**src/hdl/tccw_pkg.sv**
```systemverilog
package tccw_pkg;

  // Input kinds
  localparam logic [1:0] KIND_CHAR = 2'd0;
  localparam logic [1:0] KIND_DEC  = 2'd1;
  localparam logic [1:0] KIND_HEX  = 2'd2;

  localparam logic [7:0] CHAR_NEWLINE = 8'h0A;
  localparam logic [7:0] CHAR_ZERO    = 8'h30;
  localparam logic [7:0] CHAR_X       = 8'h78;

  localparam logic [7:0] ATTR_RESET = 8'h07;

  localparam int ROW_W  = 5;
  localparam int COL_W  = 7;
  localparam int IDX_W  = 11;
  localparam int NUM_W  = 32;
  localparam int DIGITS = 10;
  localparam int BCD_W  = 4 * DIGITS;
  localparam int CNT_W  = 4;
  localparam int ITER_W = 5;

  localparam logic [7:0] HEX_TABLE [16] = '{
    8'h30, 8'h31, 8'h32, 8'h33, 8'h34, 8'h35, 8'h36, 8'h37,
    8'h38, 8'h39, 8'h41, 8'h42, 8'h43, 8'h44, 8'h45, 8'h46
  };

  typedef struct packed {
    logic [1:0]       kind;
    logic [7:0]       char_code;
    logic [NUM_W-1:0] number_value;
  } in_word_t;

  typedef struct packed {
    logic [IDX_W-1:0] cell_index;
    logic [15:0]      cell_word;
    logic             last;
  } out_word_t;

  // controller -> datapath
  typedef struct packed {
    logic newline;
    logic ld_char;
    logic ld_dec;
    logic ld_hex;
    logic conv;
    logic strip;
    logic emit;
  } cmd_t;

  // datapath -> controller
  typedef struct packed {
    logic [1:0] kind;
    logic       is_newline;
    logic       conv_last;
    logic       strip_stop;
    logic       emit_last;
    logic       out_free;
  } status_t;

endpackage

```
**src/hdl/tccw_ctrl.sv**
```systemverilog
module tccw_ctrl (
  input  logic              clk,
  input  logic              rst,
  input  logic              in_valid,
  output logic              in_ready,
  input  tccw_pkg::status_t status,
  output tccw_pkg::cmd_t    cmd
);

  typedef enum logic [1:0] {
    ST_IDLE,
    ST_CONV,
    ST_STRIP,
    ST_EMIT
  } state_t;

  state_t state;
  state_t state_next;

  assign in_ready = (state == ST_IDLE);

  always_comb begin
    cmd        = '0;
    state_next = state;
    unique case (state)
      ST_IDLE: begin
        if (in_valid) begin
          unique case (status.kind)
            tccw_pkg::KIND_CHAR: begin
              if (status.is_newline) begin
                cmd.newline = 1'b1;
              end else begin
                cmd.ld_char = 1'b1;
                state_next  = ST_EMIT;
              end
            end
            tccw_pkg::KIND_DEC: begin
              cmd.ld_dec = 1'b1;
              state_next = ST_CONV;
            end
            tccw_pkg::KIND_HEX: begin
              cmd.ld_hex = 1'b1;
              state_next = ST_EMIT;
            end
            default: ;
          endcase
        end
      end
      ST_CONV: begin
        cmd.conv = 1'b1;
        if (status.conv_last) state_next = ST_STRIP;
      end
      ST_STRIP: begin
        if (status.strip_stop) state_next = ST_EMIT;
        else cmd.strip = 1'b1;
      end
      ST_EMIT: begin
        if (status.out_free) begin
          cmd.emit = 1'b1;
          if (status.emit_last) state_next = ST_IDLE;
        end
      end
      default: state_next = ST_IDLE;
    endcase
  end

  always_ff @(posedge clk) begin
    if (rst) begin
      state <= ST_IDLE;
    end else begin
      state <= state_next;
    end
  end

endmodule

```
**src/hdl/tccw_dpath.sv**
```systemverilog
module tccw_dpath #(
  parameter int COLUMNS = 80,
  parameter int ROWS    = 25
) (
  input  logic                clk,
  input  logic                rst,
  input  tccw_pkg::in_word_t  in_word,
  input  tccw_pkg::cmd_t      cmd,
  output tccw_pkg::status_t   status,
  input  logic                cfg_valid,
  input  logic [7:0]          cfg_word,
  output logic                out_valid,
  input  logic                out_ready,
  output tccw_pkg::out_word_t out_word
);

  localparam int BW = tccw_pkg::BCD_W;

  logic [7:0]                    attribute;
  logic [tccw_pkg::ROW_W-1:0]    row;
  logic [tccw_pkg::COL_W-1:0]    col;
  logic [tccw_pkg::NUM_W-1:0]    bin;
  logic [BW-1:0]                 digits;
  logic [tccw_pkg::ITER_W-1:0]   iter;
  logic [tccw_pkg::CNT_W-1:0]    cnt;
  logic [1:0]                    prefix;
  logic                          char_mode;
  logic [7:0]                    char_reg;

  logic [BW-1:0]                 bcd_adj;
  logic [7:0]                    emit_char;
  logic [7:0]                    col_inc;
  logic [5:0]                    row_inc;
  logic [tccw_pkg::ROW_W-1:0]    row_wrap;
  logic [11:0]                   index_full;

  // add-3 correction on every BCD digit before the shift
  always_comb begin
    for (int i = 0; i < tccw_pkg::DIGITS; i++) begin
      if (digits[4*i +: 4] >= 4'd5) bcd_adj[4*i +: 4] = digits[4*i +: 4] + 4'd3;
      else bcd_adj[4*i +: 4] = digits[4*i +: 4];
    end
  end

  always_comb begin
    priority if (prefix == 2'd2) begin
      emit_char = tccw_pkg::CHAR_ZERO;
    end else if (prefix == 2'd1) begin
      emit_char = tccw_pkg::CHAR_X;
    end else if (char_mode) begin
      emit_char = char_reg;
    end else begin
      emit_char = tccw_pkg::HEX_TABLE[digits[BW-1 -: 4]];
    end
  end

  assign col_inc    = {1'b0, col} + 8'd1;
  assign row_inc    = {1'b0, row} + 6'd1;
  assign row_wrap   = (row_inc >= 6'(ROWS)) ? '0 : row_inc[tccw_pkg::ROW_W-1:0];
  assign index_full = 12'(row) * 12'(COLUMNS) + 12'(col);

  assign status.kind       = in_word.kind;
  assign status.is_newline = (in_word.char_code == tccw_pkg::CHAR_NEWLINE);
  assign status.conv_last  = (iter == '1);
  assign status.strip_stop = (cnt <= 4'd1) || (digits[BW-1 -: 4] != 4'd0);
  assign status.emit_last  = (cnt == 4'd1);
  assign status.out_free   = !out_valid || out_ready;

  // control state
  always_ff @(posedge clk) begin
    if (rst) begin
      attribute <= tccw_pkg::ATTR_RESET;
      row       <= '0;
      col       <= '0;
      out_valid <= 1'b0;
    end else begin
      if (cfg_valid) attribute <= cfg_word;
      if (cmd.newline) begin
        col <= '0;
        row <= row_wrap;
      end else if (cmd.emit) begin
        if (col_inc >= 8'(COLUMNS)) begin
          col <= '0;
          row <= row_wrap;
        end else begin
          col <= col_inc[tccw_pkg::COL_W-1:0];
        end
      end
      if (cmd.emit) out_valid <= 1'b1;
      else if (out_ready) out_valid <= 1'b0;
    end
  end

  // payload
  always_ff @(posedge clk) begin
    if (cmd.ld_char) begin
      char_reg  <= in_word.char_code;
      char_mode <= 1'b1;
      prefix    <= 2'd0;
      cnt       <= 4'd1;
    end else if (cmd.ld_dec) begin
      bin       <= in_word.number_value;
      digits    <= '0;
      iter      <= '0;
      char_mode <= 1'b0;
      prefix    <= 2'd0;
      cnt       <= 4'(tccw_pkg::DIGITS);
    end else if (cmd.ld_hex) begin
      digits    <= {in_word.number_value, 8'h00};
      char_mode <= 1'b0;
      prefix    <= 2'd2;
      cnt       <= 4'(tccw_pkg::DIGITS);
    end else if (cmd.conv) begin
      digits <= {bcd_adj[BW-2:0], bin[tccw_pkg::NUM_W-1]};
      bin    <= {bin[tccw_pkg::NUM_W-2:0], 1'b0};
      iter   <= iter + 1'b1;
    end else if (cmd.strip) begin
      digits <= {digits[BW-5:0], 4'h0};
      cnt    <= cnt - 1'b1;
    end else if (cmd.emit) begin
      if (prefix != 2'd0) prefix <= prefix - 1'b1;
      else digits <= {digits[BW-5:0], 4'h0};
      cnt <= cnt - 1'b1;
    end
    if (cmd.emit) begin
      out_word.cell_index <= index_full[tccw_pkg::IDX_W-1:0];
      out_word.cell_word  <= {attribute, emit_char};
      out_word.last       <= (cnt == 4'd1);
    end
  end

endmodule

```
**src/hdl/text_console_cell_writer_top.sv**
```systemverilog
// Text console cell writer. Each input word is a character, a 32-bit value
// to print in decimal (no leading zeros, zero as a single '0') or a value to
// print as "0x" plus eight upper-case hex digits. Every printed character
// becomes one output word: the linear cell index (row * COLUMNS + column,
// 11 bits) and a 16-bit cell with the attribute register in the high byte
// and the character code in the low byte; last marks the final cell of an
// input. The cursor advances after each cell, wraps at the end of a row and
// from the last row back to row 0 (no scrolling). Newline moves to column 0
// of the next row and emits nothing; kind 3 is dropped. One input is
// handled at a time. A decimal value first goes through bit-serial
// binary-to-BCD conversion, then its leading zeros are stripped and its
// digits are emitted. Output stalls extend the emit phase.
// The attribute register (reset 0x07) is written through the cfg channel,
// which is always ready; write it only while the block is idle.
module text_console_cell_writer_top #(
  parameter int COLUMNS = 80,
  parameter int ROWS    = 25
) (
  input  logic                clk,
  input  logic                rst,
  // input words
  input  logic                in_valid,
  output logic                in_ready,
  input  tccw_pkg::in_word_t  in_word,
  // cell writes
  output logic                out_valid,
  input  logic                out_ready,
  output tccw_pkg::out_word_t out_word,
  // attribute register
  input  logic                cfg_valid,
  output logic                cfg_ready,
  input  logic [7:0]          cfg_word
);

  tccw_pkg::cmd_t    cmd;
  tccw_pkg::status_t status;

  assign cfg_ready = 1'b1;

  // sequencer: accept, convert, strip leading zeros, emit
  tccw_ctrl u_ctrl (
    .clk      (clk),
    .rst      (rst),
    .in_valid (in_valid),
    .in_ready (in_ready),
    .status   (status),
    .cmd      (cmd)
  );

  // cursor, digit shifter, BCD converter and output register
  tccw_dpath #(
    .COLUMNS (COLUMNS),
    .ROWS    (ROWS)
  ) u_dpath (
    .clk       (clk),
    .rst       (rst),
    .in_word   (in_word),
    .cmd       (cmd),
    .status    (status),
    .cfg_valid (cfg_valid),
    .cfg_word  (cfg_word),
    .out_valid (out_valid),
    .out_ready (out_ready),
    .out_word  (out_word)
  );

endmodule
```
**config.mk**
```make
export PLATFORM = sky130hd
export DESIGN_NAME = text_console_cell_writer_top
export DESIGN_NICKNAME = d
export VERILOG_FILES = /design/src/hdl/tccw_pkg.sv /design/src/hdl/tccw_ctrl.sv /design/src/hdl/tccw_dpath.sv /design/src/hdl/text_console_cell_writer_top.sv
export SDC_FILE = /design/constraint.sdc
export NUM_CORES = 1
export LEC_CHECK = 0
export BUFFER_PORTS_ARGS = -buffer_cell sky130_fd_sc_hd__buf_4
export CAP_MARGIN = 0
export CORE_AREA = 5 5 147 149
export DETAILED_ROUTE_END_ITERATION = 8
export DIE_AREA = 0 0 152 154
export PLACE_DENSITY = 0.68
export SETUP_SLACK_MARGIN = 0.02
export SLEW_MARGIN = 30
export SYNTH_ARGS = -nofsm -noshare
export SYNTH_HDL_FRONTEND = slang
export SYNTH_SLANG_ARGS = --single-unit
```
**constraint.sdc**
```tcl
create_clock -name clk -period 4.07 [get_ports clk]
set_input_delay 0.2035 -clock clk [delete_from_list [all_inputs] [get_ports clk]]
set_output_delay 0.2035 -clock clk [all_outputs]
set_load 0.02 [all_outputs]
```
# == Yosys cells after proc, flatten, opt, wreduce, memory -nomap -nowiden ==
# Memories as Yosys holds them, arrays and structs flattened.
# Cells that the tools add are included.
# classes
add_sub_neg,16
n_mul,1
magnitude_cmp,14
n_eq_ne,22
n_mux,63
bitwise,4
n_reduce_logical,30
# op_table
op,n
40-bit 2-to-1 mux,5
32-bit 2-to-1 mux,3
4-bit 2-to-1 mux,16
4-bit by 3-bit greater-or-equal comparator with 1-bit output (second input constant),10
4-bit by 2-bit adder with 4-bit output (second input constant),9
5-bit 2-to-1 mux,6
2-bit 2-to-1 mux,12
8-bit 2-to-1 mux,3
2-bit nonzero test,9
7-bit 2-to-1 mux,2
1-bit 2-to-1 mux,13
11-bit by 7-bit adder with 11-bit output,1
2-bit inequality test (second input constant),5
7-bit by 1-bit adder with 8-bit output (second input constant),1
2-bit == test (second input constant),4
8-bit by 4-bit == test with 1-bit output (second input constant),1
8-bit by 7-bit greater-or-equal comparator with 1-bit output (second input constant),1
2-bit case mux with 4 select lines,1
4-bit AND reduction,2
4-bit nonzero test,2
2-bit OR reduction,4
5-bit by 3-bit multiplier with 7-bit output (second input constant),1
7-bit AND reduction,1
5-bit by 1-bit adder with 6-bit output (second input constant),1
other kinds (26),37
# word_totals
ff_bits,143
rom_bits,128
input_bits,55
out_inout_bits,31
wordCells,171
mem_count,1
# memory_table
memory,words,width,rd,rd_ports_with_merged_regs,write_ports,line,rtl
(name not given),16,8,1,0,0,tccw_dpath.sv:53,emit_char = tccw_pkg::HEX_TABLE[digits[BW-1 -: 4]];

# == Longest topological paths before layout ==
# Gate-level depths: netlist of run 1.
# logic_depth
depth_word,9
depth_mapped,9
depth_no_buf,8

# == Hierarchy ==
# Synthesis of run 1 repeated with hierarchy kept, for this count alone.
# unflattened
cells_unflattened,741
hier_area_um2,7908.8
# by_module_without_submodules
module,instances,cells_per_inst,area_per_inst_um2,seq_area_each_um2
tccw_dpath,1,708,7636.1,3953.8
tccw_ctrl,1,31,261.5,40.0
text_console_cell_writer_top,1,2,11.3,0.0

# == Worst setup path before layout of run 1 ==
# Ideal clock, no wire load.
# synth_timing
path_kind,register -> register
startpoint,reg u_ctrl.state[0]
endpoint,reg u_dpath.digits[0] (enable)
setup_ps,451
arrival_ps,3396
t_required_ps,3619
slack_ps,223
stages_incl_launch_ff,6
n_path_buf,0
synth_period_minus_slack_ps,3847
path_cell_list,dfxtp_1 > ha_1 > nand2_1 > clkinv_1 > a211oi_1 > a21oi_1
# synth_rtl
item,line,rtl
from (decl),tccw_ctrl.sv:17,state_t state;
from (signal assigned),tccw_ctrl.sv:71,state <= state_next;
to (signal assigned),tccw_dpath.sv:109,"digits <= {in_word.number_value, 8'h00};"
to (signal assigned),tccw_dpath.sv:114,"digits <= {bcd_adj[BW-2:0], bin[tccw_pkg::NUM_W-1]};"
to (signal assigned),tccw_dpath.sv:118,"digits <= {digits[BW-5:0], 4'h0};"
to (decl),tccw_dpath.sv:23,logic [BW-1:0] digits;

==> out/metrics.yaml, run 1 <==
r2r-start: "u_ctrl.state[0]"
portBuffers: 84
cts_root_buffer: "clkbuf_16"
drt_first_pass_iters: 5
setup_tns_ns: 0
power.leakage_uw: 0.003910
synth_top_family_by_area: "simple AND/OR/NAND/NOR gates"
htreeDepth: 4
rows: 52
p_per_area_nw_per_um2: 700.6
antenna_cells: 0
final-hold-violation-count: 0
postSynthAreaPerCell_sq_um: 9.854
fin_area_sq_um: 9577
routedWlPerCell_um: 14.64
syn-cell-area_sq_um: 7923
final_nets: 1001
max-clock-path-buffers: 2
ys_top_cells_by_area: "edfxtp_1, ha_1, dfxtp_1"
min_from: "cfg_word[0]"
synth_area_leader_cell: "edfxtp_1"
drt_iter0_drc: 468
cp_max_fo: 26
die_w_um: 152
synth_compound_gate_area_share_pct: 14.17
grt-ovfl-total: 0
slew_headroom_pct: 44.03
ys_types: 61
globalRouteTotalUtil_pct: 14.91
via_per_inst: 5.110
async_reset_ff_share_pct: 0
tightest_slew_ns: 0.8376
synth_edf_count: 113
place_congestion: 0.8171
final_max_slew_viol_count: 0
synth_warnings: 0
crit_path_end_kind: "flop"
largest_register_ffs: 40
routed_wl_mm: 17.20
finalCritPeriodShare_pct: 70.92
clk_latency_ns: 0.42
cts.sinks: 143
synthCells: 804
syn_nets: 913
clk_pin_slew_ns: 0.06
synthSimpleGateAreaFrac_pct: 16.52
cts_tree: "built"
arrival_ns: 3.02
cp.required_ns: 4.20
synth_flop_cell: "edfxtp_1"
ios: 86
synth_fa_ha_area_share_pct: 8.718
min_period_ns: 2.887
rrSetupSlack_ns: 1.43
dpl.cell_count: 1133
grt_pass1_vias: 5871
timing.fmax_mhz: 346.4
ir_drop_uv: 369.5
synth_top_area_share_pct: 42.83
ys_ff_latch: 143
reg2reg_to: "u_dpath.bin[11]"
synth.area.mux_share_pct: 3.538
antenna_found_initial: 0
hold_path_depth: 3
holdPathEnd: "u_dpath.attribute[0]"
synth.yosys.seq_area_share_pct: 50.41
status: "completed"
fin_ws_ns: 1.183
pre_cts_slack_ns: 1.303
grt_pass1_wl_mm: 29.01
fp.dieH_um: 154
worstSetupPathType: "in -> reg"
dieArea_sq_um: 23410
syn2layout_area_growth_pct: 20.88
fillCellCount: 1933
clock_skew_ns: 0.009617
dp_hpwl_mm: 11.84
post_cts_buffers: 0
via_count: 6004
rsz0062_at_grt: "no"
finalNonFillerCells: 1175
grt_max_degree: 52
drt.antenna.violating_nets: 0
core_area_sq_um: 20040
start_util_pct: 39.54
drc: 0
reg_top3: "u_dpath.digits x40, u_dpath.bin x32, u_dpath.out_word x28"
regMostFlops: "u_dpath.digits"
cp-start-kind: "input pin"
postPlaceCellArea_sq_um: 8857
drive_above_1_share_pct: 15.36
rr_worst_depth: 7
synthXorXnorAreaFrac_pct: 2.764
hold_path.class: "in -> reg"
setup_violations: 0
maxCapViolCount: 0
seq_area_sq_um: 3994
multi_input_area_sq_um: 3647
cts_inserted_buffers: 17
synth_stat cells, types with 2 or more instances:
cell and number:
and3_1 6, or3b_2 2, a21o_1 4, clkbuf_1 33, fa_1 2, buf_1 2
ha_1 52, nor4_1 2, nor3b_1 10, a31oi_1 6, edfxtp_1 113, mux2i_1 28
a21oi_1 82, a211o_1 2, clkinv_1 2, nand3b_1 2, nor2b_1 6, a31o_2 2
dfxtp_1 30, xnor2_1 20, o21ai_0 40, o31ai_1 2, o221ai_1 3, o211a_1 3
or3_1 3, nand2b_1 11, a211oi_1 16, inv_1 42, nor3_1 12, o2111ai_1 3
nand4_1 2, nand3_1 10, a311oi_1 5, and2_1 6, o211ai_1 2, xor2_1 5
nand2_1 140, o21bai_1 2, nor2_1 69
cells by family (layout without fill, tap and decap cells):
kind of cell / count (synthesis) / in the layout
and+or+nand+nor: 289 / 289
AOI/OAI and AO/OA: 184 / 184
DFF: 143 / 143
buffers and inverters: 80 / 181
adders and majority gates: 54 / 54
muxes: 28 / 28
xor gates and xnor gates: 25 / 25
other: 1 / 1
cell type report:
| type | count | share of cell area [%] |
|---|---|---|
| inverter | 44 | 1.725 |
| sequential | 143 | 41.70 |
| multi-input combinational | 581 | 38.08 |
| clock buffer | 23 | 5.095 |
| clock inverter | 9 | 1.372 |
| timing repair buffer | 105 | 8.492 |
| tap | 270 | 3.528 |
cells in the final DEF (no fill, tap or decap), types with 6 or more instances in the layout:
cell type and instances:
nand2_1 140, edfxtp_1 113, buf_4 95, a21oi_1 81, nor2_1 68, ha_1 51
inv_1 42, o21ai_0 40, dfxtp_1 30, mux2i_1 28, xnor2_1 20, clkbuf_16 17
a211oi_1 16, nor3_1 12, nand2b_1 11, nand3_1 10, nor3b_1 10, dlygate4sd3_1 10
nor2b_1 6, and2_1 6, a31oi_1 6
worst max-delay path: stages:
cell and delay [ns]:
dlygate4sd3_1 0.55, buf_4 0.14, or4_4 0.56, nor2_1 0.26
nor2_1 0.08, buf_4 0.22, nor2_4 0.68, buf_4 0.28
worst max-delay path by stage:
stage               startpoint           endpoint
4_1_cts            in_word[37]     u_dpath.bin[7]
3_3_place_gp       in_word[37]     u_dpath.bin[1]
2_1_floorplan  u_ctrl.state[0]  u_dpath.digits[0]
3_5_place_dp       in_word[37]     u_dpath.bin[1]
5_1_grt            in_word[37]     u_dpath.bin[2]
6_report           in_word[37]    u_dpath.bin[11]
report_power, final:
part / switching, uW / internal, uW
Clock: 598 / 1030
Sequential: 391 / 2300
Combinational: 1370 / 1020
Total: 2350 / 4350
what timing repair did:
action / 4_1_cts / 5_1_grt
hold buffers: 10 / 0
setup endpoints to repair: 0 / 0
endpoints found under the hold margin: 10 / 0
gates resized for setup: 0 / 0
metal layers:
layer | vias to the layer above | share of wire [%] | GRT usage (%)
met2 | 142 | 46 | 23.90
met1 | 2820 | 48 | 20.35
met5 | - | 0 | 0
met3 | 16 | 5.1 | 3.654
met4 | 0 | 1.0 | 3.853
li1 | 3026 | - | -
through the flow:
stage | utilization, % | hold slack [ns] | power [uW]
2_1_floorplan | - | 0.3024 | 4459
3_3_place_gp | 44.20 | 0.3895 | 5045
3_5_place_dp | 44.20 | 0.3910 | 5100
4_1_cts | 47.79 | 0.001931 | 6759
5_1_grt | 47.79 | 0.02557 | 7232
6_report | 47.79 | 0.01227 | 6709
(Power assumes the default switching activity.)
==> inputs of run 2 (changes only) <==
==> constraint.sdc (replaced) <==
create_clock -name clk -period 2.5 [get_ports clk]
set_input_delay 0.125 -clock clk [delete_from_list [all_inputs] [get_ports clk]]
set_output_delay 0.125 -clock clk [all_outputs]
set_load 0.02 [all_outputs]
==> run 2 against run 1 <==
Compared with the run above:
- global-route usage rose by 0.43 points
- register-to-register slack got worse by 1.3 ns
- sequential share of layout area fell by 1.9 points
- non-clock buffer count rose by 41
- design area rose by 4.7%
==> out/metrics.yaml, run 2 (synthesized netlist as in run 1, its figures left out) <==
status: "completed"
cts_inserted_buffers: 17  # unchanged
routedWlPerCell_um: 14.55  # -0.57%
rrSetupSlack_ns: 0.15  # -1.28 ns
rsz0062_at_grt: "no"
largest_register_ffs: 40  # unchanged
routed_wl_mm: 17.70  # +2.9%
crit_chain: "ha_1 -> ha_1 -> fa_1 -> xor2_1 -> o2111ai_1 -> xnor2_1 -> xnor2_1"
cp_num_buf_inv: 0  # -4
cp.required_ns: 2.67  # -1.53 ns
reg2reg_to: "u_dpath.out_word[27]"
htreeDepth: 4  # unchanged
start_util_pct: 39.54  # unchanged
grt_pass1_vias: 6044  # +2.9%
dp_hpwl_mm: 11.92  # +0.68%
core_area_sq_um: 20040  # unchanged
path_delay_family: "adder cells"
timing.fmax_mhz: 425.2
globalRouteTotalUtil_pct: 15.34  # +0.43 points
drt_first_pass_iters: 6  # +1
portBuffers: 84  # unchanged
switching_share_pct: 35.08  # about the same
cp_slowest_stage_delay_ns: 0.49  # -0.19 ns
dieArea_sq_um: 23410  # unchanged
cts_tree: "built"
drive_above_1_share_pct: 15.54  # +0.18 points
place_congestion: 0.7726  # -5.4%
cp_max_fo: 9  # -65%
r2r-start: "u_dpath.row[1]"
drt_iter0_drc: 391  # -16%
power_switching_uw: 3904  # +66%
cp-start-kind: "flop"
reg_top3: "u_dpath.digits x40, u_dpath.bin x32, u_dpath.out_word x28"
maxCapViolCount: 0  # unchanged
drc: 0  # unchanged
hold_path.class: "in -> reg"
fp.dieH_um: 154  # unchanged
grt_pass1_wl_mm: 29.78  # +2.6%
ios: 86  # unchanged
tightest_slew_ns: 0.6048  # -0.2328 ns
cts_root_buffer: "clkbuf_16"
p_per_area_nw_per_um2: 1110  # +58%
syn2layout_area_growth_pct: 26.58
power.leakage_uw: 0.004101  # +4.9%
slew_headroom_pct: 59.51  # +15 points
pre_cts_slack_ns: 0.1796  # -1.124 ns
final-hold-violation-count: 0  # unchanged
finalCritPeriodShare_pct: 94.08
setup_tns_ns: 0  # unchanged
finalNonFillerCells: 1216  # +3.5%
rr_worst_depth: 7  # unchanged
ir_drop_uv: 814.3  # +120%
p_int_uw: 7226  # +66%
max-clock-path-buffers: 2  # unchanged
rows: 52  # unchanged
drt.antenna.violating_nets: 0  # unchanged
clkPwrFrac_pct: 24.0  # -0.3 points
startpoint: "u_dpath.row[1]"
cts.sinks: 143  # unchanged
fin_ws_ns: 0.1480  # -1.035 ns
die_w_um: 152  # unchanged
clock_skew_ns: 0.004602  # -0.005015 ns
total_power_uw: 11130  # +66%
slowest_stage: "dfxtp_1"
crit_path_end_kind: "flop"
layout_common_cells: "nand2_1, edfxtp_1, buf_4"
via_count: 6164  # +2.7%
antenna_found_initial: 0  # unchanged
final_common_cell: "nand2_1"
via_per_inst: 5.069  # -0.80%
arrival_ns: 2.52  # -0.50 ns
dpl.cell_count: 1138  # +0.44%
final_nets: 1042  # +4.1%
min_period_ns: 2.352
clk_latency_ns: 0.42  # about the same
combinationalPowerShare_pct: 37.1  # +1.5 points
final_max_slew_viol_count: 0  # unchanged
cp-endpoint: "u_dpath.out_word[27]"
regMostFlops: "u_dpath.digits"
setup_violations: 0  # unchanged
pwr-share-seq_pct: 38.9  # -1.3 points
cts_resized: 0  # unchanged
clk_pin_slew_ns: 0.06  # about the same
cp.depth: 7  # -1
antenna_cells: 0  # unchanged
grt-ovfl-total: 0  # unchanged
grt_max_degree: 61  # +17%
worstSetupPathType: "reg -> reg"
-- run 2: cell count changes in the layout (fill, tap and decap cells not counted), moves of 2 or more --
cell / before / now
buf_12: 0 / 4
clkbuf_8: 4 / 1
clkinv_1: 3 / 1
clkinv_2: 1 / 4
dlygate4sd3_1: 10 / 46
-- run 2: final cells by class --
cell class / instances / area [sq um]
sequential: 143 / 3994
inverter: 44 / 166.4
timing repair buffer: 146 / 1261
fill: 1835 / 10010
multi-input combinational: 581 / 3652
clock buffer: 21 / 450.4
tap: 270 / 337.8
clock inverter: 11 / 166.4
-- run 2: worst register-to-register path, stage by stage (launching register included) --
cell and delay [ns]:
dfxtp_1 0.49, ha_1 0.29, ha_1 0.23, fa_1 0.39
xor2_1 0.24, o2111ai_1 0.17, xnor2_1 0.16, xnor2_1 0.13
-- run 2: per-layer routing --
metal | track usage (%) | vias up | share of wire (%)
li1 | - | 3111 | -
met1 | 19.61 | 2896 | 47
met2 | 25.87 | 145 | 48
met3 | 4.300 | 12 | 4.7
met4 | 3.767 | 0 | 0.89
met5 | 0 | - | 0
-- run 2: worst min path at each step --
stage,from,endpoint,slack (ns),cells past startpoint
5_1_grt,in_word[5],u_dpath.bin[5],0.007,3
2_1_floorplan,in_word[32],u_dpath.char_reg[0],0.22,0
4_1_cts,in_word[5],u_dpath.bin[5],0.0001,3
3_3_place_gp,in_word[32],u_dpath.char_reg[0],0.31,1
6_report,in_word[5],u_dpath.bin[5],0.01,3
3_5_place_dp,in_word[34],u_dpath.char_reg[2],0.32,1
-- run 2: repair_timing --
action,4_1_cts,5_1_grt
endpoints found under the hold margin,49,0
setup buffers,0,0
hold buffers,46,0
-- run 2: power by group through the flow --
| stage | clock, uW | combinational (uW) | sequential, uW |
|---|---|---|---|
| floorplan | 0 | 2990 | 4280 |
| global placement | 0 | 3950 | 4340 |
| detailed placement | 0 | 4070 | 4360 |
| CTS | 2710 | 4160 | 4320 |
| global route | 2840 | 4680 | 4430 |
| finish | 2670 | 4130 | 4330 |
-- run 2: per-stage QoR --
step | area [sq um] | utilization (%) | hold slack (ns)
2_1_floorplan | 7954 | - | 0.2239
3_3_place_gp | 8951 | 44.67 | 0.3108
3_5_place_dp | 8951 | 44.67 | 0.3168
4_1_cts | 10030 | 50.04 | 0.0001338
5_1_grt | 10030 | 50.04 | 0.007346
6_report | 10030 | 50.04 | 0.01163
==> inputs of run 3 (changes only) <==
--- a/config.mk
+++ b/config.mk
@@ -7,9 +7,11 @@
 export LEC_CHECK = 0
 export BUFFER_PORTS_ARGS = -buffer_cell sky130_fd_sc_hd__buf_4
 export CAP_MARGIN = 0
-export CORE_AREA = 5 5 147 149
+export CORE_AREA = 5 5 175 126
+export CTS_CLUSTER_SIZE = 14
 export DETAILED_ROUTE_END_ITERATION = 8
-export DIE_AREA = 0 0 152 154
+export DIE_AREA = 0 0 180 131
+export MAX_ROUTING_LAYER = met4
 export PLACE_DENSITY = 0.68
 export SETUP_SLACK_MARGIN = 0.02
 export SLEW_MARGIN = 30
==> run 3 against run 2 <==
Compared with the run above:
- combinational power barely moved
- sequential share of layout area rose by 0.13 points
- non-clock buffer count did not move
- utilization fell by 0.84 points
- worst hold slack improved by 0.0089 ns
- clock skew rose by 0.0057 ns
- register-to-register slack improved by 0.14 ns
- final cell count rose by 0.49%
- sequential power rose by 2%
- routed wire length rose by 4.8%
- clock-buffer cell count fell by 2
- critical endpoint is now u_dpath.digits[27]
- highest routed layer unchanged
==> out/metrics.yaml, run 3 (synthesized netlist as in run 1, its figures left out) <==
globalRouteTotalUtil_pct: 16.50  # +1.2 points
dp_hpwl_mm: 12.12  # +1.7%
gr-max-usage-layer: "met2"
min_from: "rst"
grt_pass1_wl_mm: 30.73  # +3.2%
via_count: 6205  # +0.67%
power.leakage_uw: 0.004077  # -0.57%
hold_path.class: "in -> reg"
tightest_slew_ns: 0.5955  # -0.009226 ns
dpl.cell_count: 1143  # +0.44%
routed_wl_mm: 18.54  # +4.8%
via_per_inst: 5.078  # +0.17%
arrival_ns: 2.43  # -0.09 ns
final_nets: 1042  # unchanged
drc: 0  # unchanged
cts.sinks: 143  # unchanged
cts_hold_buf: 47  # +2.2%
status: "completed"
htreeDepth: 4  # unchanged
finalNonFillerCells: 1222  # +0.49%
power_switching_uw: 4036  # +3.4%
ios: 86  # unchanged
die_w_um: 180  # +18%
grt_max_degree: 62  # +1.6%
dieArea_sq_um: 23580  # +0.73%
portBuffers: 84  # unchanged
cts_root_buffer: "clkbuf_16"
syn2layout_area_growth_pct: 26.17
cts_inserted_buffers: 17  # unchanged
finalCritPeriodShare_pct: 92.87  # -1.2 points
grt-ovfl-total: 0  # unchanged
grt_pass1_vias: 6013  # -0.51%
clk_latency_ns: 0.42  # about the same
final_common_cell: "nand2_1"
met1_usage_pct: 22.53  # +2.9 points
combinationalPowerShare_pct: 37.5  # +0.4 points
regMostFlops: "u_dpath.digits"
cts_resized: 0  # unchanged
setup_tns_ns: 0  # unchanged
core_area_sq_um: 20310  # +1.4%
switching_share_pct: 36.76  # +1.7 points
drt_first_pass_iters: 4  # -2
max-clock-path-buffers: 2  # unchanged
fp.dieH_um: 131  # -15%
p_per_area_nw_per_um2: 1099  # -1.0%
grt_use_met3_pct: 3.348  # -0.95 points
ir_drop_uv: 494.9  # -39%
worstSetupPathType: "in -> reg"
rows: 44  # -15%
hold_path_depth: 2  # -1
final_max_slew_viol_count: 0  # unchanged
seq_area_sq_um: 3994  # unchanged
largest_register_ffs: 40  # unchanged
rsz0062_at_grt: "no"
pwr-share-seq_pct: 40.1  # +1.2 points
multi_input_area_sq_um: 3657  # +0.14%
timing.fmax_mhz: 430.7  # +1.3%
clk_pin_slew_ns: 0.06  # about the same
layout_common_cells: "nand2_1, edfxtp_1, buf_4"
holdPathEnd: "u_dpath.row[0]"
cp_max_fo: 40  # +31
rrSetupSlack_ns: 0.29  # +0.14 ns
start_util_pct: 39.00  # -0.54 points
crit_path_end_kind: "flop"
routedWlPerCell_um: 15.17  # +4.2%
slew_headroom_pct: 60.05  # +0.55 points
reg_top3: "u_dpath.digits x40, u_dpath.bin x32, u_dpath.out_word x28"
setup_violations: 0  # unchanged
drt.antenna.violating_nets: 0  # unchanged
place_congestion: 0.8214  # +6.3%
antenna_found_initial: 0  # unchanged
cp.required_ns: 2.61  # -0.06 ns
rr_worst_depth: 6  # -1
antenna_cells: 0  # unchanged
min_period_ns: 2.322  # -0.03015 ns
drive_above_1_share_pct: 15.64  # +0.11 points
r2r-start: "u_dpath.row[2]"
maxCapViolCount: 0  # unchanged
fillCellCount: 1825  # -0.54%
startpoint: "in_word[37]"
p_int_uw: 6945  # -3.9%
cp-start-kind: "input pin"
clkPwrFrac_pct: 22.4  # -1.6 points
drt_iter0_drc: 506  # +29%
reg2reg_to: "u_dpath.out_word[27]"
final-hold-violation-count: 0  # unchanged
grt_use_met2_pct: 25.04  # -0.82 points
clock_skew_ns: 0.01028  # +0.005683 ns
cts_tree: "built"
post_cts_buffers: 0  # unchanged
## run 3: changes by cell type in the layout (fill, tap and decap cells not counted), sizes merged
cell	change
clkinvlp	+1
dlygate4sd3	+1
clkinv	+3
inv	+1
bufinv	-3
clkbuf	-2
buf	-1
## run 3: how the worst max path moves through the flow
stage | to | slack, ns | cells past startpoint
2_1_floorplan | u_dpath.bin[0] | 0.03 | 7
3_3_place_gp | u_dpath.digits[19] | 0.26 | 6
3_5_place_dp | u_dpath.digits[19] | 0.11 | 6
4_1_cts | u_dpath.digits[27] | 0.09 | 6
5_1_grt | u_dpath.digits[28] | 0.10 | 7
6_report | u_dpath.digits[27] | 0.18 | 7
## run 3: routing by layer
| metal | up-vias | share of wire, % |
|---|---|---|
| li1 | 3118 | - |
| met1 | 2914 | 50 |
| met2 | 154 | 44 |
| met3 | 19 | 4.8 |
| met4 | 0 | 1.3 |
| met5 | - | 0 |
## run 3: power groups by stage
stage | sequential (uW) | clock (uW) | combinational, uW
final | 4400 | 2460 | 4120
after global routing | 4510 | 2630 | 4680
after CTS | 4390 | 2510 | 4140
after detailed placement | 4420 | 0 | 4050
after global placement | 4400 | 0 | 3940
after floorplan | 4280 | 0 | 2990
## run 3: layout make-up
class / count / share of cell area (%)
clock inverter: 13 / 1.152
tap: 276 / 3.455
multi-input combinational: 581 / 36.59
sequential: 143 / 39.95
timing repair buffer: 146 / 12.64
inverter: 44 / 1.665
clock buffer: 19 / 4.544
## run 3: per-stage QoR
stage               hold WS [ns]  area (sq um)  total power [uW]  util, %  setup WS (ns)
floorplan                 0.2239          7954              7266        -        0.02935
global placement          0.3174          8951              8339    44.06         0.2553
detailed placement        0.3182          8951              8463    44.06         0.1087
CTS                     0.004497          9991             11040    49.18        0.08934
global route             0.01671          9996             11810    49.21         0.1021
finish                   0.02053          9996             10980    49.21         0.1782
## run 3: worst max-delay path, cell delays in order
cell           delay (ns)
dlygate4sd3_1        0.54
buf_4                0.14
or4_4                0.57
nor2_1               0.36
nor2_4               0.21
a21oi_4              0.19
buf_12               0.25
